==> src/rtl/core/pstt_pkg.sv <==
package pstt_pkg;

    localparam logic [2:0] ACT_TICK  = 3'd0;
    localparam logic [2:0] ACT_ADD   = 3'd1;
    localparam logic [2:0] ACT_DEL   = 3'd2;
    localparam logic [2:0] ACT_QUERY = 3'd3;
    localparam logic [2:0] ACT_POLL  = 3'd4;

    localparam int SUB_W     = 13;
    localparam int M20_W     = 5;
    localparam int M100_W    = 7;
    localparam logic [SUB_W-1:0]  SUB_WRAP = 13'd6000;
    localparam logic [M20_W-1:0]  M20_TOP  = 5'd19;
    localparam logic [M100_W-1:0] M100_TOP = 7'd99;

    typedef struct packed {
        logic [2:0]  action;
        logic [1:0]  slot;
        logic [31:0] timeout;
    } t_in_item;

    typedef struct packed {
        logic [1:0]  slot_out;
        logic        expired;
        logic        armed;
        logic [31:0] tick_now;
        logic        pulse_base;
        logic        pulse_twenty;
        logic        pulse_hundred;
        logic        pulse_wrap;
        logic        last;
    } t_out_item;

    typedef struct packed {
        logic base;
        logic twenty;
        logic hundred;
        logic wrap;
    } t_pulse;

endpackage

==> src/rtl/core/pstt_tick.sv <==
module pstt_tick (
    input  logic                i_clk,
    input  logic                i_rst_n,
    input  logic                i_adv,
    output logic [31:0]         o_tick,
    output logic [31:0]         o_tick_inc,
    output pstt_pkg::t_pulse    o_pulse
);

    logic [31:0]                       r_tick;
    logic [pstt_pkg::SUB_W-1:0]        r_sub;
    logic [pstt_pkg::M20_W-1:0]        r_m20;
    logic [pstt_pkg::M100_W-1:0]       r_m100;
    logic [pstt_pkg::SUB_W-1:0]        n_sub;
    logic [pstt_pkg::M20_W-1:0]        n_m20;
    logic [pstt_pkg::M100_W-1:0]       n_m100;

    always_comb begin
        n_sub  = r_sub + 1'b1;
        n_m20  = (r_m20 == pstt_pkg::M20_TOP) ? '0 : r_m20 + 1'b1;
        n_m100 = (r_m100 == pstt_pkg::M100_TOP) ? '0 : r_m100 + 1'b1;
    end

    assign o_tick            = r_tick;
    assign o_tick_inc        = r_tick + 32'd1;
    assign o_pulse.base      = 1'b1;
    assign o_pulse.twenty    = (n_m20 == '0);
    assign o_pulse.hundred   = (n_m100 == '0);
    assign o_pulse.wrap      = (n_sub == pstt_pkg::SUB_WRAP);

    always_ff @(posedge i_clk) begin
        if (!i_rst_n) begin
            r_tick <= '0;
            r_sub  <= '0;
            r_m20  <= '0;
            r_m100 <= '0;
        end else if (i_adv) begin
            r_tick <= o_tick_inc;
            r_sub  <= (n_sub == pstt_pkg::SUB_WRAP) ? '0 : n_sub;
            r_m20  <= n_m20;
            r_m100 <= n_m100;
        end
    end

endmodule

==> src/rtl/core/periodic_soft_timer_table_top.sv <==
// Periodic timer table with a tick base.
// Input channel (i_in_valid / o_in_stall / i_in_item) carries one action per
// item: tick, add slot, delete slot, query slot or poll all slots.
// Output channel (o_out_valid / i_out_stall / o_out_item) returns results;
// the final result of an item carries last.
// Tick, add, delete and query give one result: the item is registered, and
// its result is loaded into the output register once that register is free;
// no new item is taken until then, so these items never overlap.
// Poll walks the slot table held in a one-port-read memory, one slot per
// cycle unless paused for the output (see below); each expired slot gives a result.
// Unused action codes are taken and dropped with no result.
// A stalled receiver holds the output register; the walk pauses only when it
// has a second result to emit while the first still waits.
// Reset is synchronous: it clears the tick count, sub-counter, armed bits and
// output valid; the slot memory needs no clearing since disarmed slots are
// never read for results.
module periodic_soft_timer_table_top #(
    parameter int NUM_SLOTS = 4
) (
    input  logic                i_clk,
    input  logic                i_rst_n,
    input  logic                i_in_valid,
    output logic                o_in_stall,
    input  pstt_pkg::t_in_item  i_in_item,
    output logic                o_out_valid,
    input  logic                i_out_stall,
    output pstt_pkg::t_out_item o_out_item
);

    localparam int IDX_W = (NUM_SLOTS > 1) ? $clog2(NUM_SLOTS) : 1;
    localparam logic [IDX_W-1:0] IDX_LAST = IDX_W'(NUM_SLOTS - 1);

    localparam logic [1:0] S_IDLE = 2'd0;
    localparam logic [1:0] S_ONE  = 2'd1;
    localparam logic [1:0] S_CHK  = 2'd2;
    localparam logic [1:0] S_FIN  = 2'd3;

    logic [1:0]               r_state, n_state;
    pstt_pkg::t_in_item       r_item, n_item;
    logic [IDX_W-1:0]         r_idx, n_idx;
    logic                     r_pend_valid, n_pend_valid;
    logic [IDX_W-1:0]         r_pend_idx, n_pend_idx;
    logic [NUM_SLOTS-1:0]     r_armed, n_armed;
    logic                     r_out_valid;
    pstt_pkg::t_out_item      r_out;

    logic [63:0]              r_mem [NUM_SLOTS];
    logic [63:0]              r_rd;
    logic                     mem_we;
    logic [IDX_W-1:0]         mem_waddr;
    logic [63:0]              mem_wdata;

    logic                     out_free;
    logic                     emit;
    pstt_pkg::t_out_item      emit_item;
    logic                     tick_adv;
    logic [31:0]              tick;
    logic [31:0]              tick_inc;
    pstt_pkg::t_pulse         pulse;
    logic                     slot_ok;
    logic [IDX_W-1:0]         slot_addr;
    logic [31:0]              elapsed;
    logic                     hit;

    pstt_tick u_tick (
        .i_clk      (i_clk),
        .i_rst_n    (i_rst_n),
        .i_adv      (tick_adv),
        .o_tick     (tick),
        .o_tick_inc (tick_inc),
        .o_pulse    (pulse)
    );

    assign out_free   = !r_out_valid || !i_out_stall;
    assign slot_ok    = (32'(r_item.slot) < NUM_SLOTS);
    assign slot_addr  = IDX_W'(r_item.slot);
    assign elapsed    = tick - r_rd[31:0];
    assign hit        = r_armed[r_idx] && (elapsed >= r_rd[63:32]);
    assign o_in_stall = (r_state != S_IDLE);
    assign o_out_valid = r_out_valid;
    assign o_out_item  = r_out;

    always_comb begin
        n_state      = r_state;
        n_item       = r_item;
        n_idx        = r_idx;
        n_pend_valid = r_pend_valid;
        n_pend_idx   = r_pend_idx;
        n_armed      = r_armed;
        emit         = 1'b0;
        emit_item    = '0;
        emit_item.tick_now = tick;
        mem_we       = 1'b0;
        mem_waddr    = r_idx;
        mem_wdata    = {r_rd[63:32], tick};
        tick_adv     = 1'b0;
        unique case (r_state)
            S_IDLE: begin
                if (i_in_valid) begin
                    n_item = i_in_item;
                    unique case (i_in_item.action)
                        pstt_pkg::ACT_TICK, pstt_pkg::ACT_ADD,
                        pstt_pkg::ACT_DEL, pstt_pkg::ACT_QUERY: begin
                            n_state = S_ONE;
                        end
                        pstt_pkg::ACT_POLL: begin
                            n_state      = S_CHK;
                            n_idx        = '0;
                            n_pend_valid = 1'b0;
                        end
                        default: begin
                            n_state = S_IDLE;
                        end
                    endcase
                end
            end
            S_ONE: begin
                if (out_free) begin
                    emit           = 1'b1;
                    n_state        = S_IDLE;
                    emit_item.last = 1'b1;
                    unique case (r_item.action)
                        pstt_pkg::ACT_TICK: begin
                            tick_adv                = 1'b1;
                            emit_item.tick_now      = tick_inc;
                            emit_item.pulse_base    = pulse.base;
                            emit_item.pulse_twenty  = pulse.twenty;
                            emit_item.pulse_hundred = pulse.hundred;
                            emit_item.pulse_wrap    = pulse.wrap;
                        end
                        pstt_pkg::ACT_ADD: begin
                            emit_item.slot_out = r_item.slot;
                            emit_item.armed    = slot_ok;
                            if (slot_ok) begin
                                mem_we             = 1'b1;
                                mem_waddr          = slot_addr;
                                mem_wdata          = {r_item.timeout, tick};
                                n_armed[slot_addr] = 1'b1;
                            end
                        end
                        pstt_pkg::ACT_DEL: begin
                            emit_item.slot_out = r_item.slot;
                            if (slot_ok) begin
                                n_armed[slot_addr] = 1'b0;
                            end
                        end
                        default: begin
                            emit_item.slot_out = r_item.slot;
                            emit_item.armed    = slot_ok && r_armed[slot_addr];
                        end
                    endcase
                end
            end
            S_CHK: begin
                if (!(hit && r_pend_valid) || out_free) begin
                    if (hit) begin
                        mem_we       = 1'b1;
                        n_pend_valid = 1'b1;
                        n_pend_idx   = r_idx;
                        if (r_pend_valid) begin
                            emit               = 1'b1;
                            emit_item.slot_out = 2'(r_pend_idx);
                            emit_item.expired  = 1'b1;
                            emit_item.armed    = 1'b1;
                        end
                    end
                    if (r_idx == IDX_LAST) begin
                        n_state = S_FIN;
                    end else begin
                        n_idx = r_idx + 1'b1;
                    end
                end
            end
            default: begin
                if (out_free) begin
                    emit           = 1'b1;
                    n_state        = S_IDLE;
                    emit_item.last = 1'b1;
                    if (r_pend_valid) begin
                        emit_item.slot_out = 2'(r_pend_idx);
                        emit_item.expired  = 1'b1;
                        emit_item.armed    = 1'b1;
                    end
                end
            end
        endcase
    end

    always_ff @(posedge i_clk) begin
        if (mem_we) begin
            r_mem[mem_waddr] <= mem_wdata;
        end
        r_rd <= r_mem[n_idx];
    end

    always_ff @(posedge i_clk) begin
        if (!i_rst_n) begin
            r_state      <= S_IDLE;
            r_pend_valid <= 1'b0;
            r_armed      <= '0;
            r_out_valid  <= 1'b0;
        end else begin
            r_state      <= n_state;
            r_pend_valid <= n_pend_valid;
            r_armed      <= n_armed;
            if (emit) begin
                r_out_valid <= 1'b1;
            end else if (!i_out_stall) begin
                r_out_valid <= 1'b0;
            end
        end
    end

    always_ff @(posedge i_clk) begin
        r_item     <= n_item;
        r_idx      <= n_idx;
        r_pend_idx <= n_pend_idx;
        if (emit) begin
            r_out <= emit_item;
        end
    end

endmodule
==> config.mk <==
export PLATFORM = sky130hd
export DESIGN_NAME = periodic_soft_timer_table_top
export DESIGN_NICKNAME = d
export VERILOG_FILES = /design/src/rtl/core/pstt_pkg.sv /design/src/rtl/core/pstt_tick.sv /design/src/rtl/core/periodic_soft_timer_table_top.sv
export SDC_FILE = /design/constraint.sdc
export NUM_CORES = 1
export LEC_CHECK = 0
export BUFFER_PORTS_ARGS = -buffer_cell sky130_fd_sc_hd__buf_2
export CORE_ASPECT_RATIO = 1.2
export CORE_MARGIN = 3
export CORE_UTILIZATION = 45
export DETAILED_ROUTE_END_ITERATION = 10
export GPL_TIMING_DRIVEN = 0
export PLACE_DENSITY = 0.68
export SLEW_MARGIN = 5
export SYNTH_ARGS = -nofsm -noshare
export SYNTH_HDL_FRONTEND = slang
export SYNTH_HIERARCHICAL = 1
export SYNTH_SLANG_ARGS = --single-unit
==> constraint.sdc <==
create_clock -name i_clk -period 14.3 [get_ports i_clk]
set_clock_uncertainty 0.1 [all_clocks]
set_input_delay 1.43 -clock i_clk [delete_from_list [all_inputs] [get_ports i_clk]]
set_output_delay 1.43 -clock i_clk [all_outputs]
set_load 0.05 [all_outputs]
==> out/results.tsv, run 1 <==
metric	value	unit
outcome	finished clean	
drc violations	0	
Worst Tran Pin Value	1.14	ns
final hold violations	0	
sequential-to-total area share from yosys stat	60.8	%
Post-layout nets	1880	
Via density	5.29	
Crit Path Max Fanout	34	
cell chain of the critical path	inv_1 > ha_1 > inv_1 > fa_1 > a211oi_1 > o21ai_1 > a221oi_2 > o21ai_1 > and2_1 > a311oi_1 > or4_1 > o211ai_1 > ha_1 > nand4_2 > nor4_4 > a221oi_1 > nand2_1 > o211ai_1 > or2_2 > o31ai_1 > and3b_4 > buf_12	
Layout area overhead	14.6	%
post-CTS sizing	0	
Sw Ratio	32.5	%
Synth Flop Type	edfxtp_1	
HPWL after DPL	30000	um
type of origin of the critical path	flop	
clock latency on the worst-skew pair	0.59	ns
Leakage	0.00943	uW
FFs w/ async S/R, synth	0	%
Placer Congestion	0.864	
met2 WL	22200	um
combinational share of power	30.5	%
Worst VDD drop	126	uV
crit path max-delay cell type	and3b_4	
Starting Density	46.1	%
Power Dens Cells	186	nW/um2
Num CTS Buffers	47	
Detailed Route Iter0 Violations	674	
mapped cell area	20900	um2
Clock Path Buffers	3	
vias in the first global route	13000	
Net Sw Power	1450	uW
fmax	147	MHz
row cnt	85	
die area	49100	um2
Post-DRT Antenna Nets	0	
first-pass GRT wire length	69400	um
H-tree depth	2	
Routed WL per cell	18.2	um
post-synthesis cell count	1629	
final setup fails	0	
Met1 Wirelength	18900	um
Seq cells post-synth	467	
Yosys cell types	86	
Int Pwr	3010	uW
uppermost layer routed	met4	
Sequential Power Share	39.4	%
IO Port Bufs	82	
1st-pass router iterations	6	
CP Class	reg2reg	
Total GRT Usage	17.8	%
post-synth top area cell	edfxtp_1	
TNS Setup	0	ns
Synth top cells by count	336 x edfxtp_1, 199 x mux2i_1, 131 x dfxtp_1	
Post-CTS Setup Bufs	0	
core area	45400	um2
top-area cell type share of the netlist area	48.2	%
share of cells above drive strength 1	14.7	%
CP Capture Type	flop	
most frequent cell after synthesis	edfxtp_1	
initial antenna violation count	0	
Area after DPL	22300	um2
root buf cell	clkbuf_16	
min cycle time layout	6.81	ns
Yosys warning count	6	
Req. time, crit path	14.47	ns
clock share of power	30.1	%
Worst-path clk slew	0.06	ns
top cells by area, synth	edfxtp_1 48%, dfxtp_1 13%, mux2i_1 9.5%	
EDFF count, synth	336	
Remaining Overflow, GRT	0	
Die X	203	um
Pins Over Slew Limit	0	
I/O Pins	84	
vias after detailed routing	12800	
fillers	3801	
CTS Hold Bufs	0	
Die H	242	um
slowest stage delay, CP	0.73	ns
Worst Hold Class	reg2reg	
post-route cell area	24000	um2
average size of a mapped cell	12.8	um2
Final Util	52.8	%
WL final	44000	um
clk sinks	467	
TritonCTS clock tree	yes	
routed wl met3	1760	um
maximum number of pins on one net before global-route repair	51	
Final period util	47.6	%
RSZ-0062 raised after global routing	no	
max_cap viols	0	
crit path DAT	6.99	ns
Synth Net Count	1743	
Worst slew margin	23.5	%
[flip-flops by register name, summed over array words and instances (netlist names), named ones only]
register / flops
r_mem: 256
u_tick/o_tick: 32
o_out_valid: 1
u_tick/r_m100: 7
r_pend_idx: 2
slot_addr: 2
r_pend_valid: 1
u_tick/r_sub: 13
r_idx: 2
o_out_item: 41
u_tick/r_m20: 5
r_rd: 64
r_item: 35
r_state: 2
[path summary, 6_finish.rpt]
path	from	end	slack (ns)	cells past startpoint
setup / recovery	u_tick/o_tick[0]	r_mem[2][24]	7.49	22
hold reg to reg	u_tick/r_sub[12]	u_tick/r_sub[12]	0.42	2
hold / removal	u_tick/r_sub[12]	u_tick/r_sub[12]	0.42	2
setup reg to reg	u_tick/o_tick[0]	r_mem[2][24]	7.49	22
[layer usage]
metal  GRT usage [%]  vias to the layer above
met2            31.7                      253
met5               0                        -
met1            22.0                     6223
li1                -                     6229
met3            2.42                       78
met4            6.65                        0
[cell families (layout without fill, tap and decap cells)]
logic type,Yosys count,count (layout),synth area share [%]
AO/OA/AOI/OAI,216,216,6.46
XOR/XNOR,93,93,3.89
adder cells (fa/ha/maj),73,73,4.40
buffers and inverters,162,338,3.51
flip-flops,467,467,60.8
multiplexers,233,233,11.5
other,1,3,0.0179
AND/OR/NAND/NOR,384,384,9.46
[power groups by stage]
stage	sequential, uW	clock [uW]	combinational (uW)
finish	1760	1340	1360
global route	1770	1430	1500
CTS	1760	1370	1380
detailed placement	1780	0	1370
global placement	1790	0	1320
floorplan	1930	0	868
[critical path, delay by kind of cell (launching register included)]
kind	cells	cell delay, ns
and+or+nand+nor	7	2.34
adders and majority gates	3	0.94
AOI/OAI and AO/OA	9	2.11
buffers and inverters	3	0.51
DFF	1	0.44
[cell type report]
cell class / instances / area, um2 / area share, %
antenna: 2 / 5.00 / 0.0209
sequential: 467 / 12700 / 53.0
inverter: 92 / 345 / 1.44
tap: 609 / 762 / 3.18
clock buffer: 61 / 1300 / 5.42
clock inverter: 27 / 408 / 1.70
buffer: 70 / 389 / 1.62
timing repair buffer: 88 / 553 / 2.31
multi-input combinational: 1000 / 7490 / 31.3
[metrics by stage]
step | cells | worst slack, ns | hold slack [ns] | total power (uW)
6_report | 2416 | 7.49 | 0.415 | 4460
3_3_place_gp | 2320 | 5.63 | 0.374 | 3110
5_1_grt | 2414 | 7.05 | 0.438 | 4700
3_5_place_dp | 2326 | 7.50 | 0.403 | 3150
2_1_floorplan | 1629 | 7.85 | 0.353 | 2800
4_1_cts | 2414 | 7.46 | 0.414 | 4510
[cells in the final DEF, fill, tap and decap left out, types with 5 or more instances in the layout]
cell,count
a21oi_1,64
and3_1,9
inv_1,91
edfxtp_1,336
nand2b_1,7
bufinv_16,10
nor3b_1,6
a31oi_1,8
buf_6,13
nor3_1,23
o31ai_1,6
nor2b_1,9
ha_1,72
nand4_1,23
o21ai_0,69
xnor2_1,42
o211ai_1,6
clkinv_2,8
clkbuf_8,5
nand2_1,112
or3_1,13
buf_2,98
mux2_2,32
clkbuf_16,48
and2_1,14
a21o_1,9
mux2i_1,199
xor2_1,51
o21ai_1,5
nand3_1,39
nor2_1,88
dfxtp_1,131
clkbuf_1,44
(Power assumes the default switching activity.)
==> inputs of run 2 (changes only) <==
Clock period 14.3 ns to 6.9 ns, I/O delays scaled along.
==> run 2 against run 1 <==
  * Clock-buffer cell count stayed put
  * Utilization rose by 0.26 points
  * Hold slack lost 0.23 ns
  * Highest routed layer unchanged
  * Largest cell class unchanged
  * Critical endpoint is now r_mem[0][5]
==> out/results.tsv, run 2 (synthesis gave the netlist of run 1 again) <==
metric	value	unit	change
most flop-heavy register	r_mem		
Via density	5.32		+0.57%
Critical Path Source	u_tick/o_tick[0]		
TritonCTS clock tree	yes		
Total GRT Usage	17.8	%	unchanged
vias in the first global route	13000		unchanged
crit path DAT	6.61	ns	-0.38 ns
Final period util	93.7	%	+46 points
CP Class	reg2reg		
outcome	finished clean		
commonest non-fill, non-tap cell in the layout	edfxtp_1		
Worst slew margin	20.2	%	-3.3 points
fmax	155	MHz	+5.4%
initial antenna violation count	0		unchanged
Worst Hold Class	in2reg		
Detailed Route Iter0 Violations	685		+1.6%
Starting Density	46.1	%	unchanged
final setup fails	0		unchanged
post-route cell area	24100	um2	+0.49%
IO Port Bufs	82		unchanged
Post-layout nets	1890		+0.53%
Int Pwr	6240	uW	+110%
Die X	203	um	unchanged
ANT cells	0		-2
Die H	242	um	unchanged
Clock Path Buffers	3		unchanged
row cnt	85		unchanged
Sequential Power Share	39.3	%	about the same
HPWL after DPL	30000	um	unchanged
min cycle time layout	6.46	ns	-0.349 ns
Sw Ratio	32.7	%	+0.15 points
Largest register FFs	256		unchanged
Num CTS Buffers	47		unchanged
Remaining Overflow, GRT	0		unchanged
Pins Over Slew Limit	0		unchanged
Leakage	0.00950	uW	+0.68%
type of origin of the critical path	flop		
max_cap viols	0		unchanged
TNS Setup	0	ns	unchanged
CP Capture Type	flop		
Crit Path Max Fanout	50		+47%
clock latency on the worst-skew pair	0.59	ns	about the same
1st-pass router iterations	5		-1
clock share of power	30.0	%	about the same
Post-DRT Antenna Nets	0		unchanged
RSZ-0062 raised after global routing	no		
I/O Pins	84		unchanged
Worst Tran Pin Value	1.19	ns	+0.0495 ns
die area	49100	um2	unchanged
drc violations	0		unchanged
Net Sw Power	3020	uW	+110%
Placer Congestion	0.864		unchanged
Worst VDD drop	260	uV	+110%
Area after DPL	22300	um2	unchanged
Worst-path clk slew	0.06	ns	about the same
startpoint of the worst-slack reg-to-reg timing path	u_tick/o_tick[0]		
core area	45400	um2	unchanged
final hold violations	0		unchanged
vias after detailed routing	12900		+0.91%
root buf cell	clkbuf_16		
Routed WL per cell	18.5	um	+1.2%
commonest non-fill, non-tap cells in the layout	336 x edfxtp_1, 199 x mux2i_1, 131 x dfxtp_1		
share of cells above drive strength 1	15.3	%	+0.58 points
clk sinks	467		unchanged
Worst Min Path Start	i_in_item[6]		
maximum number of pins on one net before global-route repair	51		unchanged
first-pass GRT wire length	69400	um	unchanged
Req. time, crit path	7.04	ns	-7.43 ns
Layout area overhead	15.2	%	
combinational share of power	30.7	%	+0.2 points
WL final	44700	um	+1.6%
H-tree depth	2		unchanged
fillers	3792		-0.24%
Power Dens Cells	385	nW/um2	+110%
==> run 2: cell count changes in the layout (fill, tap and decap cells not counted), sizes merged <==
cell	change
and3	+1
and3b	+2
buf	+7
diode	-2
==> run 2: power by group through the flow <==
stage               Clock, uW  Combinational [uW]  Sequential [uW]
detailed placement          0                2840             3690
floorplan                   0                1800             4010
finish                   2780                2840             3640
CTS                      2840                2860             3640
global route             2950                3130             3680
global placement            0                2740             3710
==> run 2: path summary, 6_finish.rpt <==
kind	slack (ns)	end	cells after the start
worst min register to register	0.42	u_tick/r_sub[12]	2
worst max-delay path	0.44	r_mem[0][5]	22
worst min-delay path	0.18	r_item[6]	1
worst max register to register	0.44	r_mem[0][5]	22
==> run 2: cell type report <==
cell class	count	area [um2]	area share, %
clock buffers	61	1300	5.40
inverters	92	345	1.43
well taps	609	762	3.16
repair buffers	95	618	2.57
flip-flops and latches	467	12700	52.8
plain buffers	70	389	1.62
clock inverters	27	408	1.69
multi-input cells	1003	7550	31.3
==> run 2: through the flow <==
stage | std cells | total power [uW] | hold WS (ns) | worst slack [ns] | util [%]
finish | 2424 | 9260 | 0.182 | 0.436 | 53.0
global route | 2424 | 9760 | 0.165 | 0.0676 | 53.0
CTS | 2414 | 9340 | 0.152 | 0.0578 | 52.8
detailed placement | 2326 | 6540 | 0.403 | 0.102 | 49.0
global placement | 2320 | 6450 | 0.374 | -1.77 | 48.6
floorplan | 1629 | 5810 | 0.353 | 0.450 | -
==> run 2: what timing repair did <==
item | 4_1_cts | 5_1_grt
endpoints found under the hold margin | 0 | 0
resized for setup | 0 | 7
endpoints found under the setup margin | 0 | 198
hold buffers | 0 | 0
buffers inserted | 0 | 7
==> run 2: per-layer routing <==
layer  wire length, um  track usage [%]  vias to the layer above  share of wire [%]
met5                 0                0                        -                  0
met4              1250             6.65                        0                2.8
met3              1730             2.42                       74                3.9
met2             22700             31.7                      267                 51
met1             19100             22.0                     6308                 43
li1                  -                -                     6250                  -
==> run 2: critical path, stage by stage, from the launching register on <==
cell and delay [ns]:
dfxtp_1 0.43, inv_1 0.16, ha_1 0.18, inv_1 0.06, fa_1 0.42, a211oi_1 0.30
o21ai_1 0.16, a221oi_2 0.39, o21ai_1 0.21, and2_1 0.24, a311oi_1 0.31, or4_1 0.18
o211ai_1 0.09, ha_1 0.34, nand4_2 0.19, nor4_4 0.38, a221oi_1 0.12, nand2_1 0.26
o211ai_1 0.24, or2_2 0.42, o31ai_4 0.30, and3_4 0.30, buf_16 0.26
==> inputs of run 3 (changes only) <==
Settings changed: CAP_MARGIN set to 30, CELL_PAD_IN_SITES_DETAIL_PLACEMENT set to 2, CELL_PAD_IN_SITES_GLOBAL_PLACEMENT set to 2, CORE_UTILIZATION 45 to 44, PLACE_DENSITY 0.68 to 0.87, SLEW_MARGIN 5 to 20.
==> run 3 against run 2 <==
  * Worst setup slack worse by 0.35 ns
  * First-iteration DRC count up 14%
  * Sequential share of layout area down 0.19 points
  * Utilization down 1.0 points
  * Combinational power up 13%
  * Via count up 6.8%
  * Power up 5.9%
  * Routed wire length up 42%
  * Cell count up 0.54%
  * Critical path depth unchanged
  * Clock-buffer cell count unchanged
==> out/results.tsv, run 3 (synthesis gave the netlist of run 1 again) <==
metric	value	unit	change
Req. time, crit path	7.07	ns	+0.03 ns
clk sinks	467		unchanged
RSZ-0062 raised after global routing	yes		
Worst VDD drop	186	uV	-29%
1st-pass router iterations	5		unchanged
storage element area	12700	um2	about the same
Most Crowded Layer GR	met2		
Post-DRT Antenna Nets	0		unchanged
ANT cells	0		unchanged
IO Port Bufs	82		unchanged
met3 GRT Util	3.50	%	+1.1 points
min cycle time layout	6.82	ns	+0.355 ns
Worst Hold Class	in2reg		
initial antenna violation count	0		unchanged
vias in the first global route	15700		+21%
row cnt	86		+1.2%
Leakage	0.00956	uW	+0.70%
share of cells above drive strength 1	15.9	%	+0.66 points
Worst Tran Pin Value	0.897	ns	-0.289 ns
Remaining Overflow, GRT	0		unchanged
max_cap viols	0		unchanged
CP Capture Type	flop		
Power Dens Cells	406	nW/um2	+5.5%
H-tree depth	2		unchanged
met1 GRT Util	30.6	%	+8.6 points
crit path DAT	6.99	ns	+0.38 ns
root buf cell	clkbuf_16		
Placer Congestion	0.813		-5.9%
Final Util	52.0	%	-1.0 points
drc violations	0		unchanged
first-pass GRT wire length	97800	um	+41%
Final period util	98.8	%	+5.1 points
Final Non-Filler Cells	2437		+0.54%
outcome	finished clean		
CTS Hold Bufs	0		unchanged
Placed Instances	2333		+0.30%
fillers	4425		+17%
Num CTS Buffers	50		+6.4%
Worst slew margin	40.2	%	+20 points
total chip power	9810	uW	+5.9%
Pins Over Slew Limit	0		unchanged
TNS Setup	0	ns	unchanged
maximum number of pins on one net before global-route repair	38		-25%
Clock Path Buffers	3		unchanged
Worst-path clk slew	0.06	ns	about the same
I/O Pins	84		unchanged
Routed WL per cell	26.0	um	+41%
hold_ws	0.172	ns	-0.00995 ns
most flop-heavy register	r_mem		
CP Class	reg2reg		
Layout area overhead	15.6	%	
Die H	245	um	+1.1%
Detailed Route Iter0 Violations	782		+14%
type of origin of the critical path	flop		
TritonCTS clock tree	yes		
Crit Path Max Fanout	37		-26%
HPWL after DPL	40500	um	+35%
Starting Density	45.0	%	-1.1 points
Die X	205	um	+1.1%
grt met2 use	47.0	%	+15 points
vias after detailed routing	13800		+6.8%
fmax	147	MHz	-5.2%
commonest non-fill, non-tap cell in the layout	edfxtp_1		
Via density	5.65		+6.2%
Largest register FFs	256		unchanged
core area	46500	um2	+2.4%
commonest non-fill, non-tap cells in the layout	336 x edfxtp_1, 199 x mux2i_1, 129 x dfxtp_1		
final hold violations	0		unchanged
Post-layout nets	1893		+0.16%
area of the multi-input gates	7560	um2	+0.12%
die area	50200	um2	+2.2%
Total GRT Usage	25.4	%	+7.6 points
clock latency on the worst-skew pair	0.60	ns	about the same
WL final	63400	um	+42%
final setup fails	0		unchanged
## run 3: what timing repair did
action / 4_1_cts / 5_1_grt
gates cloned: 2 / 2
pin swaps: 3 / 2
setup buffers: 3 / 3
resized for setup: 6 / 4
setup endpoints to repair: 173 / 256
## run 3: worst paths after layout
kind	from	to	slack [ns]	cells after the start
hold / removal	i_in_item[21]	r_item[21]	0.17	1
setup reg to reg	u_tick/o_tick[0]	r_mem[3][21]	0.08	22
hold reg to reg	u_tick/r_sub[12]	u_tick/r_sub[12]	0.43	2
setup / recovery	u_tick/o_tick[0]	r_mem[3][21]	0.08	22
## run 3: layout make-up
type,instances,area share (%)
buffer,70,1.61
clock buffer,61,5.69
clock inverter,33,1.67
inverter,92,1.43
multi-input combinational,1004,31.3
sequential,467,52.6
tap,616,3.19
timing repair buffer,94,2.56
## run 3: report_power, final
part	total, uW	internal (uW)	switching [uW]	leakage (uW)
clock	2920	1760	1160	0.000890
sequential	3670	3520	152	0.00434
combinational	3210	1050	2170	0.00433
total	9810	6330	3480	0.00956
## run 3: routing by layer
metal,wire (um),part of all wire (%)
met5,0,0
met4,1870,2.9
met3,1940,3.1
met2,33400,53
met1,26200,41
## run 3: worst max-delay path, cell delays in order, from the launching register on
cell and delay [ns]:
dfxtp_2 0.40, inv_1 0.15, ha_1 0.20, inv_1 0.06, fa_1 0.45, a211oi_2 0.26, o21ai_1 0.13, a221oi_2 0.40
o21ai_1 0.21, and2_1 0.26, a311o_1 0.32, a41oi_2 0.22, xnor2_1 0.14, ha_1 0.35, nand4_1 0.21, nor4_4 0.40
a221oi_1 0.16, nand2_2 0.21, o211ai_1 0.27, or2_2 0.44, o31ai_2 0.49, and3b_4 0.37, buf_16 0.25
## run 3: per-stage QoR
step                instance area, um2  setup WS [ns]
CTS                              24100        0.00846
floorplan                        20900          0.450
global route                     24200        -0.0210
finish                           24200         0.0807
detailed placement               22300         -0.168
global placement                 22100          -1.86
